**src/rtch_pkg.sv**
```systemverilog
// ----------------------------------------------------------------------------
// rtch_pkg: shared types and constants for the ray/triangle closest-hit block
// Payload structs, shared multiply-accumulate micro-program, divider handshake.
// ----------------------------------------------------------------------------
package rtch_pkg;

    localparam int A_W    = 68;   // multiplicand width (widest operand is qv, 67 bits)
    localparam int B_W    = 36;   // multiplier width, split into two 18-bit chunks
    localparam int CH_W   = 19;   // signed chunk width
    localparam int PROD_W = 87;   // A_W + CH_W
    localparam int ACC_W  = 106;  // accumulator width
    localparam int DIV_W  = 122;  // shifted dividend / divisor width
    localparam int Q_W    = 31;   // quotient width

    localparam logic [ACC_W-1:0] DET_EPS  = ACC_W'(28147497);
    localparam logic [17:0]      ONE_Q16  = 18'd65536;
    localparam logic [Q_W-1:0]   DIST_MAX = {Q_W{1'b1}};

    localparam logic [5:0] STEP_TRI_END = 6'd47;  // last micro-step of the triangle ops
    localparam logic [5:0] STEP_PT_BEG  = 6'd48;  // first micro-step of the hit-point ops
    localparam logic [5:0] STEP_PT_END  = 6'd53;

    localparam logic [2:0] CFG_ORIGIN_X    = 3'd0;
    localparam logic [2:0] CFG_ORIGIN_Y    = 3'd1;
    localparam logic [2:0] CFG_ORIGIN_Z    = 3'd2;
    localparam logic [2:0] CFG_DIRECTION_X = 3'd3;
    localparam logic [2:0] CFG_DIRECTION_Y = 3'd4;
    localparam logic [2:0] CFG_DIRECTION_Z = 3'd5;

    typedef struct packed {
        logic signed [31:0] vertex_a_x;
        logic signed [31:0] vertex_a_y;
        logic signed [31:0] vertex_a_z;
        logic signed [31:0] vertex_b_x;
        logic signed [31:0] vertex_b_y;
        logic signed [31:0] vertex_b_z;
        logic signed [31:0] vertex_c_x;
        logic signed [31:0] vertex_c_y;
        logic signed [31:0] vertex_c_z;
        logic               last_triangle;
    } in_item_t;

    typedef struct packed {
        logic               hit_found;
        logic [15:0]        hit_index;
        logic [30:0]        hit_distance;
        logic [16:0]        weight_first;
        logic [16:0]        weight_second;
        logic [16:0]        weight_third;
        logic signed [31:0] point_x;
        logic signed [31:0] point_y;
        logic signed [31:0] point_z;
    } out_item_t;

    typedef enum logic [4:0] {
        OPN_DX, OPN_DY, OPN_DZ,
        OPN_E1X, OPN_E1Y, OPN_E1Z,
        OPN_E2X, OPN_E2Y, OPN_E2Z,
        OPN_SX, OPN_SY, OPN_SZ,
        OPN_PV0, OPN_PV1, OPN_PV2,
        OPN_QV0, OPN_QV1, OPN_QV2,
        OPN_DIST
    } opnd_t;

    typedef enum logic [3:0] {
        DST_NONE,
        DST_PV0, DST_PV1, DST_PV2,
        DST_QV0, DST_QV1, DST_QV2,
        DST_DET, DST_UNUM, DST_VNUM, DST_TNUM,
        DST_PX, DST_PY, DST_PZ
    } dst_t;

    typedef struct packed {
        opnd_t a;
        opnd_t b;
        logic  neg;
        logic  last;
        dst_t  dst;
    } mac_op_t;

    typedef struct packed {
        logic             start;
        logic [ACC_W-1:0] num;
        logic [ACC_W-1:0] den;
    } div_req_t;

    typedef struct packed {
        logic           done;
        logic [Q_W-1:0] quot;
    } div_rsp_t;

    // product list: pv = d x e2, qv = s x e1, det/unum/vnum/tnum dots, then d * distance
    function automatic mac_op_t op_info(input logic [4:0] op);
        mac_op_t r;
        r = '{OPN_DX, OPN_DX, 1'b0, 1'b0, DST_NONE};
        unique case (op)
            5'd0:  r = '{OPN_E2Z, OPN_DY,  1'b0, 1'b0, DST_NONE};
            5'd1:  r = '{OPN_E2Y, OPN_DZ,  1'b1, 1'b1, DST_PV0};
            5'd2:  r = '{OPN_E2X, OPN_DZ,  1'b0, 1'b0, DST_NONE};
            5'd3:  r = '{OPN_E2Z, OPN_DX,  1'b1, 1'b1, DST_PV1};
            5'd4:  r = '{OPN_E2Y, OPN_DX,  1'b0, 1'b0, DST_NONE};
            5'd5:  r = '{OPN_E2X, OPN_DY,  1'b1, 1'b1, DST_PV2};
            5'd6:  r = '{OPN_SY,  OPN_E1Z, 1'b0, 1'b0, DST_NONE};
            5'd7:  r = '{OPN_SZ,  OPN_E1Y, 1'b1, 1'b1, DST_QV0};
            5'd8:  r = '{OPN_SZ,  OPN_E1X, 1'b0, 1'b0, DST_NONE};
            5'd9:  r = '{OPN_SX,  OPN_E1Z, 1'b1, 1'b1, DST_QV1};
            5'd10: r = '{OPN_SX,  OPN_E1Y, 1'b0, 1'b0, DST_NONE};
            5'd11: r = '{OPN_SY,  OPN_E1X, 1'b1, 1'b1, DST_QV2};
            5'd12: r = '{OPN_PV0, OPN_E1X, 1'b0, 1'b0, DST_NONE};
            5'd13: r = '{OPN_PV1, OPN_E1Y, 1'b0, 1'b0, DST_NONE};
            5'd14: r = '{OPN_PV2, OPN_E1Z, 1'b0, 1'b1, DST_DET};
            5'd15: r = '{OPN_PV0, OPN_SX,  1'b0, 1'b0, DST_NONE};
            5'd16: r = '{OPN_PV1, OPN_SY,  1'b0, 1'b0, DST_NONE};
            5'd17: r = '{OPN_PV2, OPN_SZ,  1'b0, 1'b1, DST_UNUM};
            5'd18: r = '{OPN_QV0, OPN_DX,  1'b0, 1'b0, DST_NONE};
            5'd19: r = '{OPN_QV1, OPN_DY,  1'b0, 1'b0, DST_NONE};
            5'd20: r = '{OPN_QV2, OPN_DZ,  1'b0, 1'b1, DST_VNUM};
            5'd21: r = '{OPN_QV0, OPN_E2X, 1'b0, 1'b0, DST_NONE};
            5'd22: r = '{OPN_QV1, OPN_E2Y, 1'b0, 1'b0, DST_NONE};
            5'd23: r = '{OPN_QV2, OPN_E2Z, 1'b0, 1'b1, DST_TNUM};
            5'd24: r = '{OPN_DX,  OPN_DIST, 1'b0, 1'b1, DST_PX};
            5'd25: r = '{OPN_DY,  OPN_DIST, 1'b0, 1'b1, DST_PY};
            5'd26: r = '{OPN_DZ,  OPN_DIST, 1'b0, 1'b1, DST_PZ};
            default: r = '{OPN_DX, OPN_DX, 1'b0, 1'b0, DST_NONE};
        endcase
        return r;
    endfunction

endpackage

```
**src/rtch_div.sv**
```systemverilog
// ----------------------------------------------------------------------------
// rtch_div: restoring divider, floor(num * 65536 / den) saturated to 31 bits
// One quotient bit per cycle; num >= 0 and den > 0 are expected.
// ----------------------------------------------------------------------------
module rtch_div (
    input  logic              clk,
    input  logic              rst_n,
    input  rtch_pkg::div_req_t req,
    output rtch_pkg::div_rsp_t rsp
);
    import rtch_pkg::*;

    typedef enum logic {D_IDLE, D_RUN} dstate_t;

    dstate_t          state_reg;
    logic             done_reg;
    logic [Q_W-1:0]   quot_reg;
    logic [DIV_W-1:0] rem_reg;
    logic [DIV_W-1:0] dvs_reg;
    logic [4:0]       cnt_reg;

    logic [DIV_W-1:0] n0;
    logic [DIV_W-1:0] dsat;
    logic             ge;

    assign n0   = DIV_W'(req.num) << 16;
    assign dsat = DIV_W'(req.den) << 31;
    assign ge   = rem_reg >= dvs_reg;

    always_ff @(posedge clk or negedge rst_n)
    begin
        if (!rst_n)
        begin
            state_reg <= D_IDLE;
            done_reg  <= 1'b0;
        end
        else
        begin
            done_reg <= 1'b0;
            unique case (state_reg)
                D_IDLE:
                begin
                    if (req.start)
                    begin
                        if (n0 >= dsat)
                        begin
                            quot_reg <= DIST_MAX;
                            done_reg <= 1'b1;
                        end
                        else
                        begin
                            rem_reg   <= n0;
                            dvs_reg   <= DIV_W'(req.den) << 30;
                            quot_reg  <= '0;
                            cnt_reg   <= 5'd30;
                            state_reg <= D_RUN;
                        end
                    end
                end
                D_RUN:
                begin
                    if (ge)
                    begin
                        rem_reg <= rem_reg - dvs_reg;
                    end
                    quot_reg <= {quot_reg[Q_W-2:0], ge};
                    dvs_reg  <= dvs_reg >> 1;
                    if (cnt_reg == 5'd0)
                    begin
                        done_reg  <= 1'b1;
                        state_reg <= D_IDLE;
                    end
                    else
                    begin
                        cnt_reg <= cnt_reg - 5'd1;
                    end
                end
                default: state_reg <= D_IDLE;
            endcase
        end
    end

    assign rsp.done = done_reg;
    assign rsp.quot = quot_reg;

endmodule

```
**config.mk**
```make
export PLATFORM = sky130hd
export DESIGN_NAME = rtch_div
export DESIGN_NICKNAME = d
export VERILOG_FILES = /design/src/rtch_pkg.sv /design/src/rtch_div.sv
export SDC_FILE = /design/constraint.sdc
export NUM_CORES = 1
export LEC_CHECK = 0
export ABC_AREA = 1
export BUFFER_PORTS_ARGS = -buffer_cell sky130_fd_sc_hd__clkbuf_2
export CORE_UTILIZATION = 40
export CTS_CLUSTER_DIAMETER = 200
export DETAILED_ROUTE_END_ITERATION = 7
export PLACE_DENSITY = 0.62
export SYNTH_ARGS = -nofsm -noshare
export SYNTH_HDL_FRONTEND = slang
export SYNTH_SLANG_ARGS = --single-unit
```
**constraint.sdc**
```tcl
create_clock -name clk -period 7.75 [get_ports clk]
set_input_delay 1.55 -clock clk [delete_from_list [all_inputs] [get_ports clk]]
set_output_delay 1.55 -clock clk [all_outputs]
set_load 0.03 [all_outputs]
```
==> impl_results.md <==
* Layout cell share with drive strength beyond 1 at 0.08711
* Post_cts resized at 0
* WL final at 94890 µm
* Clk_lat worst skew at 0.57 ns
* Antenna Violating Nets Remaining at 0
* Row count at 95
* Worst r2r src: dvs_reg[0]$_SDFFCE_PN0P_
* Final core occ at 0.4547
* Num CTS Buffers at 35
* 1st-pass router iterations at 6
* Final Net Count at 5077
* Seq/Total Area, Yosys at 0.3086
* Worst EP arrival at 5.16 ns
* Seq. cell area at 8462 µm²
* Final setup viols at 0
* Area of the multi-input gates at 14850 µm²
* Pin count of the biggest net entering global routing at 100
* Syn avg cell area at 6.196 µm²
* Tcrit/Tclk final at 0.6333
* CTS tree: built
* Final setup margin at 2.842 ns
* Worst setup path startpoint: req[90]
* H-tree depth at 2
* Status: finished clean
* Syn. warnings at 0
* CTS Buffer Depth at 3
* Most frequent cells in the layout: 1784 x nand2_1, 1020 x inv_1, 311 x nor2_1, 280 x edfxtp_1, 232 x clkbuf_2
* Most common cell after layout, fill and taps aside: nand2_1
* Fin area at 30700 µm²
* Critical path class: in -> reg
* Area growth syn-to-layout at 12.00%
* Die width at 263.8 µm
* CP required at 8.00 ns
* Pre-CTS WS at 2.311 ns
* Post-Route Skew at 0.01386 ns
* Post-synth top area share at 0.3067
* Final Critical Period at 4.908 ns
* End of the worst register-to-register path: rem_reg[62]$_DFFE_PP_
* GP Congestion at 1.045
* Critical-path cell list: clkbuf_2, inv_1, ha_1, nand2_1, inv_1, nand2_1, inv_1, nand2_1, inv_1, nand2_1, nor2_1, nand2_1, nor2_1, nand2_1, nand3_1, nand2_1, buf_4, nand2_1, inv_4, buf_12
* R2r worst-path depth at 16
* Fillcell total at 7417
* Reg2reg setup slack at 4.03 ns
* Initial antenna violation count at 1
* Core area at 67510 µm²
* Initial Utilization at 0.4060
* Setup Fix Bufs, Post-CTS at 0
* DP HPWL at 81070 µm
* Number of global-route vias before repair at 26110
* Die area at 69580 µm²
* Setup TNS Final at 0 ns
* Crit-path slowest cell: nor2_1
* Post-Syn Instances at 4424
* Area leader, netlist: edfxtp_1
* Crit path top cell by count: nand2_1
* F_max at 203.8 MHz
* Tightest Pin Transition at 1.084 ns
* CTS Hold Bufs at 0
* Placed Instance Area at 29570 µm²
* Cell Area, Synth at 27410 µm²
* GR Overflow Total at 0
* Max stage delay on crit path at 0.52 ns
* First-pass GRT wire length at 145000 µm
* RSZ-0062 raised after global routing: no
* Hold Path Class: reg -> reg
* Crit-path max FO at 62
* Residual DRC at 0
* IO Port Bufs at 232
* Synth Register Bits at 282
* Worst setup endpoint: dvs_reg[56]$_DFFE_PP_
* Critical Path End Type: flop
* Fin. max-slew vios at 0
* Detailed router's first-iteration violation count at 1806
* IO Count at 247
* Area contributors post-synth: edfxtp_1 31%, nand2_1 24%, inv_1 14%, ha_1 9.8%, nor2_1 4.3%
* Clock sink count at 282
* DR WL/cell at 17.11 µm
* Syn nets at 4854
* Critical path launch point type: input port
* Routed vias/inst at 4.820
* Reg clk slew, reported paths at 0.05 ns
* Vias at 26730
* Max_cap viols at 0
* Chip Height at 263.8 µm
* Total GRT Usage at 0.2724
* CTS root buffer: clkbuf_16
* Slew HR at 0.2773
* Yosys cell types at 39
* Final Hold Viols at 0
[per-layer routing]
layer | vias up | routed length [µm] | track usage
met2 | 641 | 44680 | 0.4694
met1 | 12060 | 41090 | 0.3428
met5 | - | 0 | 0
met4 | 0 | 3601 | 0.1010
met3 | 151 | 5507 | 0.04176
li1 | 13880 | - | -
[Yosys cell counts (all sizes together)]
cell	number
a21oi	152
nand4	23
edfxtp	280
buf	17
o21ai	168
nor3	26
clkinv	1
and3	3
fa	1
a21boi	3
nor3b	2
inv	1032
nand2	1808
o21bai	19
and2	2
ha	214
nand3	182
xnor2	40
o31ai	1
or2	5
clkbuf	40
nor2	366
o21a	10
nand3b	23
dfrtp	2
nor4	4
[logic make-up after synthesis]
group | synth area share
buf+inv | 0.1500
flops | 0.3086
xor+xnor | 0.01278
fa+ha+maj | 0.09841
compound gates | 0.06787
simple gates | 0.3623
[cell type report]
type                            instances  share of cell area
Timing Repair Buffer                  243             0.04173
Antenna cell                            1          0.00008151
Multi-Input combinational cell       3052              0.4837
Clock buffer                           43             0.03016
Sequential cell                       282              0.2756
Inverter                             1033              0.1265
Clock inverter                         19            0.006684
Tap cell                              873             0.03558
[worst min path at each step]
stage / slack [ns] / cells past startpoint / startpoint / endpoint
floorplan: 0.50 / 2 / dvs_reg[1]$_SDFFCE_PN0P_ / dvs_reg[0]$_SDFFCE_PN0P_
global placement: 0.51 / 2 / dvs_reg[14]$_SDFFCE_PN0P_ / dvs_reg[13]$_SDFFCE_PN0P_
detailed placement: 0.52 / 2 / dvs_reg[28]$_SDFFCE_PN0P_ / dvs_reg[27]$_SDFFCE_PN0P_
CTS: 0.53 / 2 / dvs_reg[16]$_SDFFCE_PN0P_ / dvs_reg[15]$_SDFFCE_PN0P_
global route: 0.54 / 2 / dvs_reg[28]$_SDFFCE_PN0P_ / dvs_reg[27]$_SDFFCE_PN0P_
finish: 0.53 / 2 / dvs_reg[16]$_SDFFCE_PN0P_ / dvs_reg[15]$_SDFFCE_PN0P_
[metrics by stage]
step                hold slack (ns)  std cells
detailed placement           0.5226       5483
finish                       0.5316       5546
CTS                          0.5338       5545
floorplan                    0.5038       4424
global route                 0.5445       5545
global placement             0.5143       5483
[worst max-delay path, delay by kind of cell]
kind | cells | cell delay [ns]
simple gates | 11 | 2.01
fa+ha+maj | 1 | 0.29
buf+inv | 8 | 1.17
Power is not shown: default switching activity piles up to over one toggle a cycle in this logic, so the estimate is an artifact.
